`src/rtl/core/circular_double_ended_queue_assert.svh`:
```
// Assertion macros for the circular deque.
`ifndef CIRCULAR_DOUBLE_ENDED_QUEUE_ASSERT_SVH
`define CIRCULAR_DOUBLE_ENDED_QUEUE_ASSERT_SVH

// Same-cycle implication, checked outside reset.
`define CDEQ_ASSERT_SAME(label, clk, rst, ante, cons) \
  label: assert property (@(posedge clk) disable iff (rst) (ante) |-> (cons)) \
    else $error("deque check failed");

// Next-cycle implication, checked outside reset.
`define CDEQ_ASSERT_NEXT(label, clk, rst, ante, cons) \
  label: assert property (@(posedge clk) disable iff (rst) (ante) |=> (cons)) \
    else $error("deque check failed");

`endif

```
`src/rtl/core/cdeq_pkg.sv`:
```
package cdeq_pkg;

  localparam int CAPACITY_DEF = 16;
  localparam int MODE_W = 3;
  localparam int VALUE_W = 32;
  localparam int POS_W = 4;

  typedef enum logic [MODE_W-1:0] {
    MODE_PUSH_FRONT = 3'd0,
    MODE_PUSH_BACK  = 3'd1,
    MODE_POP_FRONT  = 3'd2,
    MODE_POP_BACK   = 3'd3,
    MODE_READ_FRONT = 3'd4,
    MODE_READ_BACK  = 3'd5,
    MODE_READ_AT    = 3'd6
  } mode_t;

  typedef enum logic [1:0] {
    ST_OK      = 2'd0,
    ST_EMPTY   = 2'd1,
    ST_FULL    = 2'd2,
    ST_BAD_POS = 2'd3
  } status_t;

  // Outcome of one operation, from the control unit to the result stage.
  typedef struct packed {
    status_t status;
    logic    rd_ok;
  } op_res_t;

endpackage

```
`src/rtl/core/cdeq_in_if.sv`:
```
interface cdeq_in_if;
  logic                            valid;
  logic                            ready;
  logic [cdeq_pkg::MODE_W-1:0]     mode;
  logic signed [cdeq_pkg::VALUE_W-1:0] value;
  logic [cdeq_pkg::POS_W-1:0]      position;

  modport source (output valid, output mode, output value, output position, input ready);
  modport sink (input valid, input mode, input value, input position, output ready);
endinterface

```
`src/rtl/core/cdeq_out_if.sv`:
```
interface cdeq_out_if #(
  parameter int CNT_W = $clog2(cdeq_pkg::CAPACITY_DEF + 1)
);
  logic                                valid;
  logic                                ready;
  logic signed [cdeq_pkg::VALUE_W-1:0] read_value;
  logic [1:0]                          status;
  logic [CNT_W-1:0]                    count;

  modport source (output valid, output read_value, output status, output count, input ready);
  modport sink (input valid, input read_value, input status, input count, output ready);
endinterface

```
`src/rtl/core/circular_double_ended_queue.sv`:
```
// A command passes through the stage-1 register (with the store read) and then the result register.
// Throughput: one command per cycle while results are taken; the store is touched at most once per command
// (one write for a push, one read for a read, none for a pop), so its single port sets the pace.
// The result register frees the command side while a result waits to be taken.
// Reset (rst, synchronous): queue empty, front index zero; store contents stay undefined.
module circular_double_ended_queue #(
  parameter int CAPACITY = cdeq_pkg::CAPACITY_DEF
) (
  input  logic        clk,
  input  logic        rst,
  cdeq_in_if.sink     cmd,
  cdeq_out_if.source  rsp
);

  localparam int IDX_W = $clog2(CAPACITY);
  localparam int CNT_W = $clog2(CAPACITY + 1);
  localparam logic [CNT_W-1:0] CAP_CNT = CNT_W'(CAPACITY);

  logic                         accept;
  logic                         s1_valid;
  logic                         s1_adv;
  cdeq_pkg::op_res_t            s1_res;
  logic [CNT_W-1:0]             s1_count;
  logic                         mem_we;
  logic                         mem_re;
  logic [IDX_W-1:0]             mem_addr;
  logic [cdeq_pkg::VALUE_W-1:0] mem_rdata;
  cdeq_pkg::op_res_t            ctrl_res;
  logic [CNT_W-1:0]             count_next;

  assign s1_adv    = s1_valid && (!rsp.valid || rsp.ready);
  assign cmd.ready = !s1_valid || s1_adv;
  assign accept    = cmd.valid && cmd.ready;

  cdeq_ctrl #(
    .CAPACITY (CAPACITY),
    .IDX_W    (IDX_W),
    .CNT_W    (CNT_W)
  ) u_ctrl (
    .clk        (clk),
    .rst        (rst),
    .accept     (accept),
    .mode       (cmd.mode),
    .position   (cmd.position),
    .mem_we     (mem_we),
    .mem_re     (mem_re),
    .mem_addr   (mem_addr),
    .res        (ctrl_res),
    .count_next (count_next)
  );

  cdeq_store #(
    .DEPTH (CAPACITY),
    .AW    (IDX_W)
  ) u_store (
    .clk   (clk),
    .we    (accept && mem_we),
    .re    (accept && mem_re),
    .addr  (mem_addr),
    .wdata (cmd.value),
    .rdata (mem_rdata)
  );

  always_ff @(posedge clk) begin
    if (rst) begin
      s1_valid  <= 1'b0;
      rsp.valid <= 1'b0;
    end else begin
      if (accept) begin
        s1_valid <= 1'b1;
      end else if (s1_adv) begin
        s1_valid <= 1'b0;
      end
      if (s1_adv) begin
        rsp.valid <= 1'b1;
      end else if (rsp.ready) begin
        rsp.valid <= 1'b0;
      end
    end
  end

  always_ff @(posedge clk) begin
    if (accept) begin
      s1_res   <= ctrl_res;
      s1_count <= count_next;
    end
    // store read data is ready in the cycle after the command transfer
    if (s1_adv) begin
      rsp.read_value <= s1_res.rd_ok ? mem_rdata : '0;
      rsp.status     <= s1_res.status;
      rsp.count      <= s1_count;
    end
  end

`include "circular_double_ended_queue_assert.svh"

  `CDEQ_ASSERT_SAME(a_count_bound, clk, rst, s1_valid, s1_count <= CAP_CNT)
  `CDEQ_ASSERT_SAME(a_write_ok, clk, rst, accept && mem_we, ctrl_res.status == cdeq_pkg::ST_OK)
  `CDEQ_ASSERT_SAME(a_read_ok, clk, rst, s1_valid && s1_res.rd_ok, s1_res.status == cdeq_pkg::ST_OK)
  `CDEQ_ASSERT_NEXT(a_rdata_hold, clk, rst, s1_valid && s1_res.rd_ok && !s1_adv, $stable(mem_rdata))

endmodule

```
`src/rtl/core/cdeq_store.sv`:
```
module cdeq_store #(
  parameter int DEPTH = cdeq_pkg::CAPACITY_DEF,
  parameter int AW = $clog2(DEPTH)
) (
  input  logic                         clk,
  input  logic                         we,
  input  logic                         re,
  input  logic [AW-1:0]                addr,
  input  logic [cdeq_pkg::VALUE_W-1:0] wdata,
  output logic [cdeq_pkg::VALUE_W-1:0] rdata
);

  logic [cdeq_pkg::VALUE_W-1:0] mem [DEPTH];

  always_ff @(posedge clk) begin
    if (we) begin
      mem[addr] <= wdata;
    end
  end

  // Hold read data until the next read.
  always_ff @(posedge clk) begin
    if (re) begin
      rdata <= mem[addr];
    end
  end

endmodule

```
`src/rtl/core/cdeq_ctrl.sv`:
```
module cdeq_ctrl #(
  parameter int CAPACITY = cdeq_pkg::CAPACITY_DEF,
  parameter int IDX_W = $clog2(CAPACITY),
  parameter int CNT_W = $clog2(CAPACITY + 1)
) (
  input  logic                        clk,
  input  logic                        rst,
  input  logic                        accept,
  input  logic [cdeq_pkg::MODE_W-1:0] mode,
  input  logic [cdeq_pkg::POS_W-1:0]  position,
  output logic                        mem_we,
  output logic                        mem_re,
  output logic [IDX_W-1:0]            mem_addr,
  output cdeq_pkg::op_res_t           res,
  output logic [CNT_W-1:0]            count_next
);

  localparam int CMP_W = (CNT_W > cdeq_pkg::POS_W) ? CNT_W : cdeq_pkg::POS_W;
  localparam logic [CNT_W-1:0] CAP_CNT = CNT_W'(CAPACITY);

  logic [IDX_W-1:0] front;
  logic [IDX_W-1:0] front_next;
  logic [CNT_W-1:0] count;
  logic             empty;
  logic             full;
  logic [IDX_W-1:0] back_slot;
  logic [IDX_W-1:0] last_slot;
  logic [IDX_W-1:0] pos_slot;

  assign empty     = (count == '0);
  assign full      = (count == CAP_CNT);
  assign back_slot = front + IDX_W'(count);
  assign last_slot = back_slot - IDX_W'(1);
  assign pos_slot  = front + IDX_W'(position);

  always_ff @(posedge clk) begin
    if (rst) begin
      front <= '0;
      count <= '0;
    end else if (accept) begin
      front <= front_next;
      count <= count_next;
    end
  end

  always_comb begin
    front_next = front;
    count_next = count;
    mem_we     = 1'b0;
    mem_re     = 1'b0;
    mem_addr   = front;
    res.status = cdeq_pkg::ST_OK;
    res.rd_ok  = 1'b0;
    case (mode)
      cdeq_pkg::MODE_PUSH_FRONT: begin
        if (full) begin
          res.status = cdeq_pkg::ST_FULL;
        end else begin
          front_next = front - IDX_W'(1);
          count_next = count + CNT_W'(1);
          mem_we     = 1'b1;
          mem_addr   = front - IDX_W'(1);
        end
      end
      cdeq_pkg::MODE_PUSH_BACK: begin
        if (full) begin
          res.status = cdeq_pkg::ST_FULL;
        end else begin
          count_next = count + CNT_W'(1);
          mem_we     = 1'b1;
          mem_addr   = back_slot;
        end
      end
      cdeq_pkg::MODE_POP_FRONT: begin
        if (empty) begin
          res.status = cdeq_pkg::ST_EMPTY;
        end else begin
          front_next = front + IDX_W'(1);
          count_next = count - CNT_W'(1);
        end
      end
      cdeq_pkg::MODE_POP_BACK: begin
        if (empty) begin
          res.status = cdeq_pkg::ST_EMPTY;
        end else begin
          count_next = count - CNT_W'(1);
        end
      end
      cdeq_pkg::MODE_READ_FRONT: begin
        if (empty) begin
          res.status = cdeq_pkg::ST_EMPTY;
        end else begin
          mem_re    = 1'b1;
          res.rd_ok = 1'b1;
        end
      end
      cdeq_pkg::MODE_READ_BACK: begin
        if (empty) begin
          res.status = cdeq_pkg::ST_EMPTY;
        end else begin
          mem_re    = 1'b1;
          mem_addr  = last_slot;
          res.rd_ok = 1'b1;
        end
      end
      cdeq_pkg::MODE_READ_AT: begin
        if (empty) begin
          res.status = cdeq_pkg::ST_EMPTY;
        end else if (CMP_W'(position) >= CMP_W'(count)) begin
          res.status = cdeq_pkg::ST_BAD_POS;
        end else begin
          mem_re    = 1'b1;
          mem_addr  = pos_slot;
          res.rd_ok = 1'b1;
        end
      end
      default: begin
        // unused code: no change, ok status
      end
    endcase
  end

endmodule
```
`src/flat_wrapper.sv`:
```
// flat-port wrapper written by rule: the top's interface ports become plain ports
module circular_double_ended_queue_flat 
#(
  parameter int CAPACITY = cdeq_pkg::CAPACITY_DEF
)
  (clk, rst, cmd_valid, cmd_mode, cmd_value, cmd_position, cmd_ready, rsp_valid, rsp_read_value, rsp_status, rsp_count, rsp_ready);
  cdeq_in_if cmd_i ();
  cdeq_out_if rsp_i ();
  input  logic clk;
  input  logic rst;
  input wire logic [$bits(cmd_i.valid)-1:0] cmd_valid;
  input wire logic [$bits(cmd_i.mode)-1:0] cmd_mode;
  input wire logic [$bits(cmd_i.value)-1:0] cmd_value;
  input wire logic [$bits(cmd_i.position)-1:0] cmd_position;
  output wire logic [$bits(cmd_i.ready)-1:0] cmd_ready;
  output wire logic [$bits(rsp_i.valid)-1:0] rsp_valid;
  output wire logic [$bits(rsp_i.read_value)-1:0] rsp_read_value;
  output wire logic [$bits(rsp_i.status)-1:0] rsp_status;
  output wire logic [$bits(rsp_i.count)-1:0] rsp_count;
  input wire logic [$bits(rsp_i.ready)-1:0] rsp_ready;
  assign cmd_i.valid = cmd_valid;
  assign cmd_i.mode = cmd_mode;
  assign cmd_i.value = cmd_value;
  assign cmd_i.position = cmd_position;
  assign cmd_ready = cmd_i.ready;
  assign rsp_valid = rsp_i.valid;
  assign rsp_read_value = rsp_i.read_value;
  assign rsp_status = rsp_i.status;
  assign rsp_count = rsp_i.count;
  assign rsp_i.ready = rsp_ready;
  circular_double_ended_queue #(.CAPACITY(CAPACITY)) u_core (.clk(clk), .rst(rst), .cmd(cmd_i), .rsp(rsp_i));
endmodule
```
`config.mk`:
```
export PLATFORM = sky130hd
export DESIGN_NAME = circular_double_ended_queue_flat
export DESIGN_NICKNAME = d
export VERILOG_FILES = /design/src/rtl/core/cdeq_pkg.sv /design/src/rtl/core/cdeq_in_if.sv /design/src/rtl/core/cdeq_out_if.sv /design/src/rtl/core/circular_double_ended_queue.sv /design/src/rtl/core/cdeq_store.sv /design/src/rtl/core/cdeq_ctrl.sv /design/src/flat_wrapper.sv
export VERILOG_INCLUDE_DIRS = /design/src /design/src/rtl/core
export SDC_FILE = /design/constraint.sdc
export NUM_CORES = 1
export LEC_CHECK = 0
export BUFFER_PORTS_ARGS = -buffer_cell sky130_fd_sc_hd__buf_2
export CAP_MARGIN = 20
export CORE_MARGIN = 8
export CORE_UTILIZATION = 61
export CTS_CLUSTER_DIAMETER = 100
export DETAILED_ROUTE_END_ITERATION = 10
export PLACE_DENSITY_LB_ADDON = 0.08
export SLEW_MARGIN = 10
export SYNTH_ARGS = -nofsm -noshare
export SYNTH_HDL_FRONTEND = slang
export SYNTH_HIERARCHICAL = 1
export SYNTH_SLANG_ARGS = --single-unit
```
`constraint.sdc`:
```
create_clock -name clk -period 7.83 [get_ports clk]
set_clock_uncertainty 0.15 [all_clocks]
set_input_delay 1.566 -clock clk [delete_from_list [all_inputs] [get_ports clk]]
set_output_delay 1.566 -clock clk [all_outputs]
set_load 0.005 [all_outputs]
```
==> flow_summary.json, run 1 <==
{
  "drive_gt1_frac": 0.262,
  "synth-async-reset-ratio": 0,
  "fin_setup_tns_ns": 0,
  "synth-seq-cells": 602,
  "synthDistinctLibCells": 57,
  "p_switching_uw": 1520,
  "io_pins": 84,
  "clk_pin_slew_ns": 0.06,
  "grt_pass1_wl_um": 71900,
  "holdBufCountCts": 0,
  "areaGrowthSynthToFinish_pct": 12.9,
  "ant_nets": 0,
  "hold_class": "register to register",
  "vdd_ir_drop_max_mv": 0.200,
  "timing.final.max_slew_violations": 0,
  "grt_max_degree": 66,
  "setup_slack_ns": 2.33,
  "status": "finished clean",
  "pre_cts_slack_ns": 1.64,
  "synth_flop_cell": "edfxtp_1",
  "syn_nets": 1202,
  "synthTopCellsByCount": "591 x edfxtp_1, 128 x mux4_2, 65 x a22oi_1",
  "cts_root_buffer": "clkbuf_16",
  "p_leak_uw": 0.00852,
  "die_width_um": 212,
  "via_count": 11200,
  "post_cts_buffers": 0,
  "initial_utilization": 0.620,
  "drc": 0,
  "core_area_um2": 37800,
  "seq_area_frac_synth": 0.768,
  "worstSetupStartpointType": "input port",
  "synth.largest_area_cell": "edfxtp_1",
  "seq_power_share": 0.524,
  "clkLatencyLatePin_ns": 0.61,
  "critPathArrivalTime_ns": 5.57,
  "period_share": 0.702,
  "worstPathMaxFanout": 32,
  "rsz0062_at_grt": "false",
  "cts_made_buffers": 57,
  "die_area_um2": 44900,
  "wl_per_cell_um": 26.5,
  "tightest_slew_ns": 1.10,
  "syn_avg_cell_area_um2": 20.5,
  "finalHoldViolCount": 0,
  "synth_area_leaders": "edfxtp_1 76%, mux4_2 12%, a22oi_1 2.1%",
  "pwr-share-clk": 0.384,
  "cp-end-kind": "register",
  "synth_most_common_cell": "edfxtp_1",
  "cts_tree": "yes",
  "fillCellCount": 2333,
  "nets": 1307,
  "wirelength_um": 47900,
  "synth_top_area_share": 0.758,
  "synth_edf_count": 591,
  "synth_area_um2": 23400,
  "gp_congestion": 0.877,
  "h-tree-depth": 2,
  "swShare": 0.220,
  "grt_antenna_before_repair": 0,
  "grt_pass1_vias": 11500,
  "grt_overflow": 0,
  "max_cap_violations": 0,
  "worst-setup-path-type": "input port to register",
  "firstDrtPassIters": 5,
  "setup_viol": 0,
  "power_density_nw_per_um2": 261,
  "cts.sinks": 602,
  "portBuffers": 83,
  "synth_cells": 1142,
  "relSlewSlack": 0.265,
  "synth_warnings": 6,
  "max_freq_ghz": 0.182,
  "dpl.hpwl_um": 28300,
  "vias_per_cell": 6.23,
  "cp.required_ns": 7.90,
  "ctsResizeCount": 0,
  "power.internal_uw": 5390,
  "p_comb_frac": 0.092,
  "rows": 71,
  "grt_usage": 0.217,
  "cts_buffer_depth": 3,
  "min_period_ns": 5.50,
  "die_y_um": 212,
  "p_total_uw": 6900,
  "drt_iter0_drc": 883
}
-- state kept, by name, summed over array words and instances, names as in the netlist --
signal and cells:
u_core/rsp.count 5, u_core/rsp.read_value 32, u_core/rsp.status 2, u_core/rsp.valid 1, u_core/s1_count 5, u_core/s1_res 3
u_core/s1_valid 1, u_core/u_ctrl/count 5, u_core/u_ctrl/front 4, u_core/u_store/mem 512, u_core/u_store/rdata 32
-- layer usage --
metal / GRT usage / up-vias / part of all wire
li1: - / 4910 / -
met5: 0 / - / 0
met4: 0.0647 / 0 / 0.023
met1: 0.301 / 5882 / 0.42
met2: 0.360 / 383 / 0.50
met3: 0.0324 / 67 / 0.062
-- critical path: stages --
cell and delay, ns:
buf_2 0.10, inv_1 0.04, ha_1 0.27, nand2b_1 0.14, a2111oi_0 0.68, nor3_1 0.22
nor3_1 0.31, xnor2_1 0.10, o221ai_1 0.68, nand3b_1 0.48, nor2_4 0.97
-- worst paths after layout --
check / depth (start not counted) / from / slack [ns] / endpoint
setup reg to reg: 9 / u_core/u_ctrl/count[2] / 2.77 / u_core/u_store/mem[10][30]
hold reg to reg: 0 / u_core/s1_res[1] / 0.27 / u_core/rsp.status[0]
setup / recovery: 11 / cmd_position[0] / 2.33 / u_core/u_store/mem[10][30]
hold / removal: 0 / u_core/s1_res[1] / 0.27 / u_core/rsp.status[0]
-- metrics by stage --
step | utilization | hold slack [ns] | std cells | cell area [um2]
floorplan | - | 0.250 | 1142 | 23400
global placement | 0.648 | 0.253 | 1692 | 24400
detailed placement | 0.649 | 0.256 | 1695 | 24500
CTS | 0.697 | 0.272 | 1800 | 26300
global route | 0.699 | 0.280 | 1804 | 26400
finish | 0.700 | 0.270 | 1805 | 26400
-- cell usage in the layout, fill, tap and decap left out, drive strengths merged, types with 3 or more instances in the layout --
cell type and count:
a21oi 17, nand2 45, xnor2 9, clkbuf 74
or3 3, inv 15, nand3b 3, ha 15
bufinv 5, clkinv 23, nand3 7, o21ai 17
a22oi 65, dfxtp 11, buf 107, nor2b 5
edfxtp 591, a221oi 3, nand2b 7, mux4 128
nor2 41, nor4 5, nor3 10, mux2i 5
and3 5, xor2 6, and2 35, a31oi 4
-- area by class of cell --
class	instances	area [um2]	share of cell area
clock buffers	74	1510	0.0572
multi-input cells	466	5240	0.198
well taps	511	639	0.0242
flip-flops and latches	602	18000	0.680
clock inverters	31	295	0.0112
repair buffers	107	711	0.0269
inverters	13	48.8	0.00185
diodes	1	2.50	0.0000947
-- cells by family (layout without fill, tap and decap cells) --
logic type	count (synthesis)	in the layout	synth area share
adder cells (fa/ha/maj)	17	17	0.00973
AND/OR/NAND/NOR	177	177	0.0397
multiplexers	133	133	0.125
flip-flops	602	602	0.768
other	0	1	0
buffers and inverters	74	225	0.0151
XOR/XNOR	15	15	0.00561
AO/OA/AOI/OAI	124	124	0.0367
-- power by group through the flow --
stage | sequential [uW] | clock [uW] | combinational (uW)
floorplan | 3680 | 0 | 430
global placement | 3680 | 0 | 637
detailed placement | 3680 | 0 | 641
CTS | 3610 | 2700 | 643
global route | 3620 | 2800 | 685
finish | 3610 | 2650 | 634
Power figures use the tool's default switching activity.
==> inputs of run 2 (changes only) <==
--- a/config.mk
+++ b/config.mk
@@ -9,7 +9,7 @@
 export BUFFER_PORTS_ARGS = -buffer_cell sky130_fd_sc_hd__buf_2
 export CAP_MARGIN = 20
 export CORE_MARGIN = 8
-export CORE_UTILIZATION = 61
+export CORE_UTILIZATION = 55
 export CTS_CLUSTER_DIAMETER = 100
 export DETAILED_ROUTE_END_ITERATION = 10
 export PLACE_DENSITY_LB_ADDON = 0.08
==> constraint.sdc (replaced) <==
create_clock -name clk -period 4.52 [get_ports clk]
set_clock_uncertainty 0.15 [all_clocks]
set_input_delay 0.904 -clock clk [delete_from_list [all_inputs] [get_ports clk]]
set_output_delay 0.904 -clock clk [all_outputs]
set_load 0.005 [all_outputs]
==> flow_summary.json, run 2 (same netlist as run 1, synthesis figures left out) <==
{
  "status": "finished clean",
  "holdBufCountCts": 0,
  "grt_max_degree": 48,
  "p_comb_frac": 0.099,
  "rows": 75,
  "via_count": 11600,
  "grt_usage": 0.207,
  "drive_gt1_frac": 0.313,
  "power.internal_uw": 9580,
  "die_y_um": 222,
  "grt_antenna_before_repair": 1,
  "wirelength_um": 50800,
  "worstSetupStartpointType": "register",
  "timing.final.max_slew_violations": 0,
  "mostFrequentLayoutCell": "edfxtp_1",
  "portBuffers": 83,
  "cp.required_ns": 4.84,
  "crit_slowest_cell": "nor2b_4",
  "h-tree-depth": 2,
  "ant_nets": 0,
  "multi_input_area_um2": 5260,
  "grt_overflow": 0,
  "swShare": 0.221,
  "cp_common_cell": "buf_4",
  "hold_class": "register to register",
  "setup_viol": 0,
  "min_period_ns": 4.23,
  "largest_reg_flops": 512,
  "endpoint": "u_core/u_store/rdata[25]",
  "max_stage_delay_ns": 0.82,
  "critPathBufInv": 2,
  "initial_utilization": 0.558,
  "rrSetupSlack_ns": 0.29,
  "grt_pass1_wl_um": 76800,
  "relSlewSlack": 0.342,
  "r2r_cells": 12,
  "clk_pin_slew_ns": 0.07,
  "startpoint": "u_core/u_ctrl/count[0]",
  "drc": 0,
  "areaGrowthSynthToFinish_pct": 17.7,
  "grt_pass1_vias": 12100,
  "path_delay_family": "simple AND/OR/NAND/NOR gates",
  "gp_congestion": 0.873,
  "pwr-share-clk": 0.392,
  "r2r_end": "u_core/u_store/rdata[25]",
  "tightest_slew_ns": 0.984,
  "core_area_um2": 41900,
  "seq_power_share": 0.509,
  "p_total_uw": 12300,
  "placed_area_um2": 25600,
  "vias_per_cell": 6.08,
  "finalHoldViolCount": 0,
  "fillCellCount": 2725,
  "max_freq_ghz": 0.236,
  "drt_iter0_drc": 1004,
  "cts_made_buffers": 57,
  "p_switching_uw": 2710,
  "wl_per_cell_um": 26.6,
  "worstPathMaxFanout": 24,
  "dpl.hpwl_um": 30800,
  "cts_tree": "yes",
  "largest_registers": "u_core/u_store/mem x512, u_core/rsp.read_value x32, u_core/u_store/rdata x32",
  "r2r_start": "u_core/u_ctrl/count[0]",
  "p_leak_uw": 0.00906,
  "cts_root_buffer": "clkbuf_16",
  "cts.sinks": 602,
  "die_width_um": 222,
  "diodes": 0,
  "vdd_ir_drop_max_mv": 0.348,
  "firstDrtPassIters": 5,
  "holdWs_ns": 0.268,
  "max_cap_violations": 0,
  "post_cts_buffers": 0,
  "period_share": 0.937,
  "fin_util": 0.657,
  "clkLatencyLatePin_ns": 0.62,
  "critPathArrivalTime_ns": 4.56,
  "final_area_um2": 27500,
  "ctsResizeCount": 0,
  "worst-setup-path-type": "register to register",
  "rsz0062_at_grt": "false",
  "regMostFlops": "u_core/u_store/mem",
  "cp_num_cells": 12,
  "final_cell_mix": "591 x edfxtp_1, 128 x mux4_2, 83 x buf_2",
  "nets": 1382,
  "fin_setup_tns_ns": 0,
  "cp-end-kind": "register",
  "die_area_um2": 49400,
  "io_pins": 84,
  "cts_buffer_depth": 3,
  "register_area_um2": 18000,
  "power_density_nw_per_um2": 446,
  "cp_cell_sequence": "ha_1, fa_1, o31a_1, or3_1, a21oi_1, xnor2_1, o221ai_1, buf_4, nor2b_4, buf_4, a22oi_1, nand2_1"
}
==> run 2: cell types whose count changed in the layout (fill, tap and decap cells not counted), moves of 2 or more <==
cell        before  now
buf_4           16   57
inv_6            0    3
clkbuf_1        16    6
clkinvlp_4       1    5
clkinv_1        16   14
bufinv_16        5    8
nor3_4           0    4
nor3_2           4    0
clkinv_2         6   13
buf_12           6   41
==> run 2: worst min path at each step <==
stage                  startpoint                   to  slack [ns]  cells after the start
3_3_place_gp   u_core/s1_count[2]  u_core/rsp.count[2]        0.25                      0
5_1_grt        u_core/s1_count[2]  u_core/rsp.count[2]        0.29                      0
6_report       u_core/s1_count[2]  u_core/rsp.count[2]        0.27                      0
4_1_cts        u_core/s1_count[2]  u_core/rsp.count[2]        0.27                      0
2_1_floorplan  u_core/s1_count[0]  u_core/rsp.count[0]        0.25                      0
3_5_place_dp   u_core/s1_count[2]  u_core/rsp.count[2]        0.26                      0
==> run 2: per-stage QoR <==
stage	cells	worst slack, ns
2_1_floorplan	1142	-0.510
3_3_place_gp	1801	0.0415
3_5_place_dp	1801	0.0110
4_1_cts	1909	0.306
5_1_grt	1910	0.0674
6_report	1910	0.287
==> run 2: power groups by stage <==
stage	Sequential [uW]	Combinational, uW	Clock, uW
global route	6260	1320	5120
detailed placement	6380	1220	0
finish	6260	1220	4820
floorplan	6370	754	0
CTS	6260	1230	4900
global placement	6370	1210	0
==> run 2: area by class of cell <==
type | instances | share of cell area
flip-flops and latches | 602 | 0.652
multi-input cells | 466 | 0.191
repair buffers | 182 | 0.0614
clock buffers | 63 | 0.0526
well taps | 539 | 0.0245
clock inverters | 45 | 0.0164
inverters | 13 | 0.00177
==> run 2: layer usage <==
| layer | track usage | share of wire | vias to the layer above |
|---|---|---|---|
| li1 | - | - | 5086 |
| met1 | 0.290 | 0.44 | 6095 |
| met2 | 0.334 | 0.48 | 349 |
| met3 | 0.0350 | 0.054 | 83 |
| met4 | 0.0616 | 0.022 | 2 |
| met5 | 0 | 0.00028 | - |
==> run 2: worst register-to-register path, delay by kind of cell, from the launching register on <==
kind                       cells  cell delay (ns)
AOI/OAI and AO/OA              4             0.85
adders and majority gates      2             0.72
DFF                            1             0.50
xor gates and xnor gates       1             0.08
buffers and inverters          2             0.55
and+or+nand+nor                3             1.26
